$ cat config.mk
export PLATFORM = sky130hd
export DESIGN_NAME = factorial_binomial_unit_flat
export DESIGN_NICKNAME = d
export VERILOG_FILES = /design/src/hw/rtl/fbu_pkg.sv /design/src/hw/rtl/fbu_in_if.sv /design/src/hw/rtl/fbu_out_if.sv /design/src/hw/rtl/fbu_mul_div.sv /design/src/hw/rtl/factorial_binomial_unit.sv /design/src/flat_wrapper.sv
export VERILOG_INCLUDE_DIRS = /design/src /design/src/hw/rtl
export SDC_FILE = /design/constraint.sdc
export NUM_CORES = 2
export LEC_CHECK = 0
export BUFFER_PORTS_ARGS = -buffer_cell sky130_fd_sc_hd__buf_2
export CORE_UTILIZATION = 40
export CTS_BUF_LIST = sky130_fd_sc_hd__clkbuf_4
export DETAILED_ROUTE_END_ITERATION = 10
export HOLD_SLACK_MARGIN = 0.08
export PLACE_DENSITY = 0.6
export SYNTH_ARGS = -nofsm -noshare
export SYNTH_HDL_FRONTEND = slang
export SYNTH_SLANG_ARGS = --single-unit
$ cat constraint.sdc
create_clock -name clk -period 6.6 [get_ports clk]
set_input_delay 0.33 -clock clk [delete_from_list [all_inputs] [get_ports clk]]
set_output_delay 0.33 -clock clk [all_outputs]
set_load 0.005 [all_outputs]
$ cat src/hw/rtl/assert_macros.svh
// assertion macros for the factorial and binomial unit
// included by the files that carry concurrent assertions; no other dependencies
`ifndef ASSERT_MACROS_SVH
`define ASSERT_MACROS_SVH

`ifndef ASSERT_OFF

// same-cycle implication, checked on every rising edge outside reset
`define FBU_ASSERT_SAME(lbl, clk, rst, ante, cons, msg) \
  lbl: assert property (@(posedge clk) disable iff (rst) (ante) |-> (cons)) else $error(msg);

// next-cycle implication, checked on every rising edge outside reset
`define FBU_ASSERT_NEXT(lbl, clk, rst, ante, cons, msg) \
  lbl: assert property (@(posedge clk) disable iff (rst) (ante) |=> (cons)) else $error(msg);

`else

`define FBU_ASSERT_SAME(lbl, clk, rst, ante, cons, msg)
`define FBU_ASSERT_NEXT(lbl, clk, rst, ante, cons, msg)

`endif

`endif

$ cat src/hw/rtl/fbu_pkg.sv
// shared types and constants of the factorial and binomial unit
// no dependencies; imported by the channel interfaces and all modules
package fbu_pkg;

  localparam int ARG_W    = 8;                // width of n, k and loop counters
  localparam int VALUE_W  = 64;               // width of the result value
  localparam int STATUS_W = 2;
  localparam int PROD_W   = VALUE_W + ARG_W;  // accumulator times one argument
  localparam int CNT_W    = $clog2(PROD_W);   // divider step counter

  // operation codes
  localparam logic CMD_FACT  = 1'b0;
  localparam logic CMD_BINOM = 1'b1;

  typedef enum logic [STATUS_W-1:0] {
    ST_OK       = 2'd0,
    ST_INVALID  = 2'd1,
    ST_OVERFLOW = 2'd2
  } status_t;

  // request into the shared multiply-divide unit
  typedef struct packed {
    logic               start;
    logic [VALUE_W-1:0] acc;
    logic [ARG_W-1:0]   x;
    logic [ARG_W-1:0]   d;
  } md_req_t;

  // answer from the shared multiply-divide unit
  typedef struct packed {
    logic              busy;
    logic              done;
    logic [PROD_W-1:0] quo;
  } md_rsp_t;

endpackage

$ cat src/hw/rtl/fbu_in_if.sv
// input channel of the factorial and binomial unit: command, n and k
// depends on fbu_pkg
interface fbu_in_if
  import fbu_pkg::*;
();
  logic             valid;
  logic             ready;
  logic             cmd;
  logic [ARG_W-1:0] n;
  logic [ARG_W-1:0] k;

  modport source (output valid, output cmd, output n, output k, input ready);
  modport sink (input valid, input cmd, input n, input k, output ready);
endinterface

$ cat src/hw/rtl/fbu_out_if.sv
// result channel of the factorial and binomial unit: value and status
// depends on fbu_pkg
interface fbu_out_if
  import fbu_pkg::*;
();
  logic                valid;
  logic                ready;
  logic [VALUE_W-1:0]  value;
  logic [STATUS_W-1:0] status;

  modport source (output valid, output value, output status, input ready);
  modport sink (input valid, input value, input status, output ready);
endinterface

$ cat src/hw/rtl/fbu_mul_div.sv
// shared multiply-divide unit: a multiply on start, then a restoring divider
// that retires one quotient bit per cycle; depends on fbu_pkg
module fbu_mul_div
  import fbu_pkg::*;
(
  input  logic    clk,
  input  logic    rst,
  input  md_req_t req,
  output md_rsp_t rsp
);

  logic [PROD_W-1:0] prod;     // product, shifted out while quotient shifts in
  logic [ARG_W-1:0]  rem;
  logic [ARG_W-1:0]  dvs;
  logic [CNT_W-1:0]  cnt;
  logic              busy;
  logic              done;

  logic [ARG_W:0]    trial;
  logic              qbit;
  logic [ARG_W:0]    trial_sub;

  // one restoring step: bring down the next product bit, try the divisor
  always_comb begin
    trial     = {rem, prod[PROD_W-1]};
    qbit      = (trial >= {1'b0, dvs});
    trial_sub = trial - {1'b0, dvs};
  end

  // control: busy over the division steps, done for one cycle at the end
  always_ff @(posedge clk) begin
    if (rst) begin
      busy <= 1'b0;
      done <= 1'b0;
    end else begin
      done <= 1'b0;
      if (req.start) begin
        busy <= 1'b1;
      end else if (busy && (cnt == '0)) begin
        busy <= 1'b0;
        done <= 1'b1;
      end
    end
  end

  // datapath: multiply on start, then shift and subtract
  always_ff @(posedge clk) begin
    if (req.start) begin
      prod <= PROD_W'(req.acc) * PROD_W'(req.x);
      rem  <= '0;
      dvs  <= req.d;
      cnt  <= CNT_W'(PROD_W - 1);
    end else if (busy) begin
      prod <= {prod[PROD_W-2:0], qbit};
      rem  <= qbit ? trial_sub[ARG_W-1:0] : trial[ARG_W-1:0];
      cnt  <= cnt - 1'b1;
    end
  end

  assign rsp.busy = busy;
  assign rsp.done = done;
  assign rsp.quo  = prod;

endmodule

$ cat src/hw/rtl/factorial_binomial_unit.sv
// top level of the factorial and binomial unit: sequencer and result register
// depends on fbu_pkg, fbu_in_if, fbu_out_if, fbu_mul_div and assert_macros.svh
//
//   channel  dir  fields                 transfer when
//   req      in   cmd, n[7:0], k[7:0]    req.valid && req.ready
//   rsp      out  value[63:0], status    rsp.valid && rsp.ready
//
// each loop step: S_ISSUE starts fbu_mul_div, which forms the product,
// then S_WAIT holds while its bit-serial divider runs, and the step retires on done
// factorial runs n - 1 steps, binomial min(k, n - k) steps; overflow ends early
// trivial cases (n below 2, k above n, k equal to 0 or n) skip the loop and go to S_DONE
// rst is synchronous; req.ready is high only while the sequencer is idle and out of reset
// a result waiting on rsp holds the sequencer before it loads the next one
`include "assert_macros.svh"

module factorial_binomial_unit
  import fbu_pkg::*;
#(
  parameter int N_BITS      = 8,
  parameter int RESULT_BITS = 64
) (
  input logic      clk,
  input logic      rst,
  fbu_in_if.sink   req,
  fbu_out_if.source rsp
);

  localparam int ARG_USED = (N_BITS < ARG_W) ? N_BITS : ARG_W;
  localparam logic [ARG_W:0] ARG_MASK_W = (ARG_W + 1)'((1 << ARG_USED) - 1);
  localparam logic [ARG_W-1:0] ARG_MASK = ARG_MASK_W[ARG_W-1:0];

  typedef enum logic [3:0] {
    S_IDLE  = 4'b0001,
    S_ISSUE = 4'b0010,
    S_WAIT  = 4'b0100,
    S_DONE  = 4'b1000
  } state_t;

  state_t             state;
  logic [VALUE_W-1:0] acc;
  logic [ARG_W-1:0]   idx;
  logic [ARG_W-1:0]   last;
  logic [ARG_W-1:0]   big;
  logic               mode;
  status_t            st;

  logic                out_valid;
  logic [VALUE_W-1:0]  out_value;
  status_t             out_status;

  logic [ARG_W-1:0] n_m;
  logic [ARG_W-1:0] k_m;
  logic [ARG_W-1:0] diff;
  logic             accept;
  logic             ovf;

  md_req_t md_req;
  md_rsp_t md_rsp;

  fbu_mul_div u_mul_div (
    .clk (clk),
    .rst (rst),
    .req (md_req),
    .rsp (md_rsp)
  );

  // argument masking and the smaller/larger split for binomial
  always_comb begin
    n_m    = req.n & ARG_MASK;
    k_m    = req.k & ARG_MASK;
    diff   = n_m - k_m;
    accept = req.valid && req.ready;
    ovf    = (md_rsp.quo >> RESULT_BITS) != '0;
  end

  assign req.ready = (state == S_IDLE) && !rst;

  // issue one step: factorial multiplies by i, binomial by big + i over i
  always_comb begin
    md_req.start = (state == S_ISSUE);
    md_req.acc   = acc;
    md_req.x     = (mode == CMD_FACT) ? idx : ARG_W'(big + idx);
    md_req.d     = (mode == CMD_FACT) ? ARG_W'(1) : idx;
  end

  // sequencer
  always_ff @(posedge clk) begin
    if (rst) begin
      state <= S_IDLE;
    end else begin
      case (state)
        S_IDLE: begin
          if (accept) begin
            if (req.cmd == CMD_FACT) begin
              state <= (n_m < ARG_W'(2)) ? S_DONE : S_ISSUE;
            end else if (k_m > n_m) begin
              state <= S_DONE;
            end else if ((k_m == '0) || (diff == '0)) begin
              state <= S_DONE;
            end else begin
              state <= S_ISSUE;
            end
          end
        end
        S_ISSUE: begin
          state <= S_WAIT;
        end
        S_WAIT: begin
          if (md_rsp.done) begin
            state <= (ovf || (idx == last)) ? S_DONE : S_ISSUE;
          end
        end
        S_DONE: begin
          if (!out_valid || rsp.ready) begin
            state <= S_IDLE;
          end
        end
        default: begin
          state <= S_IDLE;
        end
      endcase
    end
  end

  // loop registers
  always_ff @(posedge clk) begin
    case (state)
      S_IDLE: begin
        if (accept) begin
          acc  <= VALUE_W'(1);
          mode <= req.cmd;
          st   <= ST_OK;
          if (req.cmd == CMD_FACT) begin
            idx  <= ARG_W'(2);
            last <= n_m;
            big  <= '0;
          end else begin
            idx  <= ARG_W'(1);
            last <= (diff > k_m) ? k_m : diff;
            big  <= (diff > k_m) ? diff : k_m;
            if (k_m > n_m) begin
              acc <= '0;
              st  <= ST_INVALID;
            end
          end
        end
      end
      S_WAIT: begin
        if (md_rsp.done) begin
          if (ovf) begin
            acc <= '0;
            st  <= ST_OVERFLOW;
          end else begin
            acc <= md_rsp.quo[VALUE_W-1:0];
            idx <= idx + 1'b1;
          end
        end
      end
      default: begin
      end
    endcase
  end

  // result register; loaded once the previous result is taken
  always_ff @(posedge clk) begin
    if (rst) begin
      out_valid <= 1'b0;
    end else if ((state == S_DONE) && (!out_valid || rsp.ready)) begin
      out_valid <= 1'b1;
    end else if (rsp.ready) begin
      out_valid <= 1'b0;
    end
  end

  always_ff @(posedge clk) begin
    if ((state == S_DONE) && (!out_valid || rsp.ready)) begin
      out_value  <= acc;
      out_status <= st;
    end
  end

  assign rsp.valid  = out_valid;
  assign rsp.value  = out_value;
  assign rsp.status = out_status;

  // checks
  `FBU_ASSERT_NEXT(a_busy_after_accept, clk, rst, accept, !req.ready, "ready after accept")
  `FBU_ASSERT_SAME(a_zero_on_error, clk, rst, rsp.valid && (rsp.status != ST_OK), rsp.value == '0, "nonzero value with error status")
  `FBU_ASSERT_SAME(a_done_in_wait, clk, rst, md_rsp.done, state == S_WAIT, "divider done outside wait")
  `FBU_ASSERT_SAME(a_issue_idle_unit, clk, rst, md_req.start, !md_rsp.busy, "step issued while divider busy")

endmodule

$ cat src/flat_wrapper.sv
// flat-port wrapper written by rule: the top's interface ports become plain ports
module factorial_binomial_unit_flat import fbu_pkg::*;
#(
  parameter int N_BITS      = 8,
  parameter int RESULT_BITS = 64
)
  (clk, rst, req_valid, req_cmd, req_n, req_k, req_ready, rsp_valid, rsp_value, rsp_status, rsp_ready);
  fbu_in_if req_i ();
  fbu_out_if rsp_i ();
  input logic clk;
  input logic rst;
  input wire logic [$bits(req_i.valid)-1:0] req_valid;
  input wire logic [$bits(req_i.cmd)-1:0] req_cmd;
  input wire logic [$bits(req_i.n)-1:0] req_n;
  input wire logic [$bits(req_i.k)-1:0] req_k;
  output wire logic [$bits(req_i.ready)-1:0] req_ready;
  output wire logic [$bits(rsp_i.valid)-1:0] rsp_valid;
  output wire logic [$bits(rsp_i.value)-1:0] rsp_value;
  output wire logic [$bits(rsp_i.status)-1:0] rsp_status;
  input wire logic [$bits(rsp_i.ready)-1:0] rsp_ready;
  assign req_i.valid = req_valid;
  assign req_i.cmd = req_cmd;
  assign req_i.n = req_n;
  assign req_i.k = req_k;
  assign req_ready = req_i.ready;
  assign rsp_valid = rsp_i.valid;
  assign rsp_value = rsp_i.value;
  assign rsp_status = rsp_i.status;
  assign rsp_i.ready = rsp_ready;
  factorial_binomial_unit #(.N_BITS(N_BITS), .RESULT_BITS(RESULT_BITS)) u_core (.clk(clk), .rst(rst), .req(req_i), .rsp(rsp_i));
endmodule
Yosys cells after proc, flatten, opt, wreduce, memory -nomap -nowiden
Cells that the tools add are included.

Add/sub/neg operators: 5. $mul: 1. Magnitude comparators: 4. Eq/ne operators: 10. Muxes and demuxes: 38. Reductions and logical operators: 23.

Operators with widths (number): $mux 64 (4); $mux 72 (2); $pmux 64 s2 (1); $mul 64x8->72 (1); $reduce_bool 72->1 (1); $mux 8 (8); $mux 4 (8); $gt 8x8->1 (2); $logic_not 8->1 (2); $pmux 4 s4 (1); $pmux 8 s2 (1); $sub 8x8->8 (2); $mux 2 (5); $ge 9x8->1 (1); $add 8x1->8 const B (1); $add 8x8->8 (1); $eq 8x8->1 (1); $lt 8x2->1 const B (1); $reduce_and 4->1 (2); $reduce_bool 2->1 (4); $logic_not 7->1 (1); $mux 1 (7); $sub 7x1->7 const B (1); $ne 2x1->1 const B (3); other kinds (12) (20).

Flip-flop bits (word level): 259.

Logic depth before layout (Yosys ltp)
Word-level depth: 8. Gate-level depth with buffers: 29. Mapped depth without buffers: 28.

By module
From an unflattened synthesis, not the netlist that was laid out.

Cell total of the unflattened synthesis: 2659. Area, all modules: 27456.3 um^2.

Modules (own cells, without submodules): fbu_mul_div (times used 1, cells each 2161, area an instance 20320.7 um^2, seq. area each 2742.6 um^2); factorial_binomial_unit (times used 1, cells each 498, area an instance 7135.6 um^2, seq. area each 4814.6 um^2).

Worst setup path after synthesis
No wires, ideal clock.

Kind: register -> register. Start point: register u_core.idx[0]. End point: register u_core.u_mul_div.prod[65] (data pin). Setup time: 0.260 ns. Data arrival time: 6.484 ns. Setup slack: -0.145 ns. Stages on the path, launching flop included: 29. Clock period less this slack: 6.745 ns. Path through: edfxtp_1 -> ha_1 -> fa_1 -> a21oi_1 -> o21bai_1 -> a21oi_1 -> nor2_1 -> nor2_1 -> xnor2_1 -> mux2i_1 -> clkbuf_1 -> nor2b_1 -> fa_1 -> fa_1 -> fa_1 -> inv_1 -> fa_1 -> inv_1 -> ha_1 -> clkbuf_2 -> and4_2 -> nand2_1 -> o211ai_1 -> a31oi_4 -> o2111a_2 -> nor4_4 -> a21bo_2 -> mux2i_1 -> nand2_1.

Longest elaborated chain between the ends: 4.

RTL lines: from (decl) (RTL line factorial_binomial_unit.sv:41) `logic [ARG_W-1:0] idx;`; from (signal assigned) (RTL line factorial_binomial_unit.sv:155) `idx <= idx + 1'b1;`; $add 8x8->8 (RTL line factorial_binomial_unit.sv:82) `md_req.x = (mode == CMD_FACT) ? idx : ARG_W'(big + idx);`; $mux 8 (*) (RTL line factorial_binomial_unit.sv:82); $mul 64x8->72 (*) (RTL line fbu_mul_div.sv:49) `prod <= PROD_W'(req.acc) * PROD_W'(req.x);`; $mux 72 (*) (RTL line fbu_mul_div.sv:48) `if (req.start) begin`; to (signal assigned) (RTL line fbu_mul_div.sv:49); to (signal assigned) (RTL line fbu_mul_div.sv:54) `prod <= {prod[PROD_W-2:0], qbit};`; to (decl) (RTL line fbu_mul_div.sv:12) `logic [PROD_W-1:0] prod;`.

Every way passes the cells marked *; elsewhere a longest branch is shown, timed or not. A chain may end at the register's enable or synchronous reset.

Final worst setup path
Start point: register u_core.idx[1]. End point: register u_core.u_mul_div.prod[71] (data pin).

The elaborated chain is that of the path after synthesis.

==> impl_metrics.tcl <==
set metrics [dict create \
    drt-total-wl_mm 74.7 \
    ys_ff_latch 259 \
    slew_violations 0 \
    drive_above_1_share_pct 21.1 \
    violations "negative setup slack" \
    clk_pin_slew_ns 0.07 \
    worst-endpoint-arrival_ns 7.47 \
    drc 0 \
    grt_max_degree 97 \
    synth_edf_count 237 \
    clock-sinks 259 \
    syn_inst 2753 \
    grtUsageTotal_pct 21.8 \
    syn_area_mm2 0.0274 \
    root_buffer "clkbuf_4" \
    cpPeakStageDelay_ns 0.51 \
    grt_pass1_wl_mm 121 \
    place_congestion 0.910 \
    ys_warn_count 0 \
    area_delta_synth_final_pct 20.4 \
    final.setup.tns_ns -5.39 \
    synthMostInstantiatedCell "fa_1" \
    setup_violations 32 \
    cp-end-kind "flip-flop" \
    synthArstFlopShare_pct 0 \
    route.vias.total 21100 \
    die_w_um 264 \
    die_area_mm2 0.0696 \
    drt_iter0_markers 1364 \
    nets 3633 \
    max_slew_margin_pct 23.0 \
    layout_setup_ws_ns -0.283 \
    synth_flop_cell "edfxtp_1" \
    tightestPinTransition_ns 1.16 \
    clk_latency_ns 0.88 \
    htree_levels 3 \
    hold_viol 0 \
    post-route-period-util_pct 104 \
    portBuffers 88 \
    grt_pass1_vias 23000 \
    clk_path_buf_depth 3 \
    synth_top_cells_by_count "375 x fa_1, 370 x nor2b_1, 322 x inv_1" \
    tritoncts "yes" \
    grt_setup_unrepaired "yes" \
    r2r_cells 28 \
    status "finished, violations left" \
    rows 95 \
    min_path_type "in -> reg" \
    fillers 6243 \
    max_freq_mhz 145 \
    synth_top_area_share_pct 27.4 \
    synth.distinct_cells 88 \
    dp_hpwl_mm 54.6 \
    cts_buffers 82 \
    maxCapViolations 0 \
    grt_antenna_before_repair 4 \
    crit_fanout 13 \
    die_y_um 264 \
    coreArea_mm2 0.0675 \
    finClkSkew_ns 0.0757 \
    grt_overflow_total 0 \
    initial_core_util_pct 40.6 \
    wl_per_cell_um 18.5 \
    final_area_mm2 0.0330 \
    dr.pass1.iters 5 \
    syn_nets 3274 \
    ant_nets 0 \
    pin_count 89 \
    crit_type "reg -> reg" \
    place_area_mm2 0.0306 \
    slowest_stage "fa_1" \
    synth_area_leaders "fa_1 27%, edfxtp_1 26%, nor2b_1 8.4%, ha_1 5.7%, inv_1 4.4%" \
    period_needed_ns 6.88 \
    cp_data_required_time_ns 7.19 \
    start_kind "flip-flop" \
    yosysSeqAreaShare_pct 27.6 \
    yosysTopAreaCell "fa_1" \
    holdPathStages 3 \
    syn_avg_cell_area_um2 9.96 \
    via_per_inst 5.22 \
]
==> layout make-up <==
type	count	area [µm²]	share of cell area (%)
well taps	873	1090	3.31
repair buffers	398	3160	9.56
multi-input cells	2047	19000	57.6
inverters	324	1220	3.68
clock inverters	34	179	0.542
flip-flops and latches	259	7560	22.9
diodes	2	5.00	0.0152
clock buffers	107	803	2.43
==> flip-flops by register name, summed over array words and instances, names as in the netlist, 8 cells and up <==
name	count
u_core.u_mul_div.rem	8
u_core.u_mul_div.dvs	8
u_core.u_mul_div.prod	72
u_core.acc	64
u_core.big	8
u_core.last	8
u_core.idx	8
u_core.rsp.value	64
==> routing by layer <==
layer,GRT usage (%),routed length [µm],part of all wire [%]
met1,28.2,32200,43
met2,36.5,36200,48
met3,3.29,3690,4.9
met4,8.86,2640,3.5
met5,0,0,0
==> layout by cell type, fill, tap and decap left out, types with 13 or more instances in the layout <==
master,Yosys,routed
inv_1,322,320
nor2b_1,370,354
a21o_1,41,41
and3_1,13,13
o21ai_1,9,20
nand4_1,29,29
nand3_1,33,28
ha_4,0,19
mux2i_1,18,13
buf_4,4,248
buf_12,0,16
o21bai_1,20,15
dfxtp_1,22,22
nor2_1,112,107
dlygate4sd3_1,0,30
buf_2,10,88
a21oi_1,122,100
xnor2_1,44,40
nand2b_1,36,34
o21ai_0,104,84
ha_1,125,101
xor2_1,44,42
edfxtp_1,237,237
fa_1,375,370
a21oi_2,2,20
clkbuf_4,0,107
nand2_1,286,280
and2_1,85,85
nor3_1,23,16
clkinv_1,1,23
==> timing repair <==
action,in CTS,in global routing
resized for setup,66,119
hold buffers,30,0
endpoints found under the setup margin,42,52
gates cloned,1,2
pin swaps,9,20
endpoints found under the hold margin,28,0
setup buffers,8,15
==> final timing paths <==
check	start	endpoint	slack (ns)
setup reg to reg	u_core.idx[1]$_DFFE_PP_	u_core.u_mul_div.prod[71]$_DFFE_PP_	-0.28
setup / recovery	u_core.idx[1]$_DFFE_PP_	u_core.u_mul_div.prod[71]$_DFFE_PP_	-0.28
hold reg to reg	u_core.st[1]$_SDFFCE_PP1P_	u_core.rsp.status[1]$_DFFE_PP_	0.44
hold / removal	rst	u_core.state[2]$_SDFFE_PP0P_	0.33
==> stage by stage <==
step	worst slack [ns]	std cells	utilization (%)	hold slack, ns
after detailed placement	-0.487	3845	45.3	0.414
after CTS	-0.205	4025	47.9	0.234
after global routing	-0.601	4044	48.9	0.283
after global placement	-0.378	3845	45.3	0.415
after floorplan	-0.0213	2753	-	0.400
final	-0.283	4044	48.9	0.330
==> kinds of logic (layout without fill, tap and decap cells) <==
logic type	count (synthesis)	in the layout	synth area share, %
fa+ha+maj	500	500	33.1
xor+xnor	88	88	2.81
other cells	0	2	0
simple gates	1035	1035	20.0
compound gates	400	400	9.23
mux	24	24	0.903
buf+inv	447	863	6.44
flops	259	259	27.6
==> critical path: cells and delay by family, from the launching register on <==
kind | cells | cell delay (ns)
AOI/OAI and AO/OA | 14 | 2.43
muxes | 1 | 0.31
buffers and inverters | 4 | 0.61
adders and majority gates | 6 | 2.49
xor gates and xnor gates | 1 | 0.18
DFF | 1 | 0.40
and+or+nand+nor | 2 | 0.19
Power is left out: the tool's default activity adds up to more than one toggle a clock period on the data nets, which glitch-free logic cannot reach.
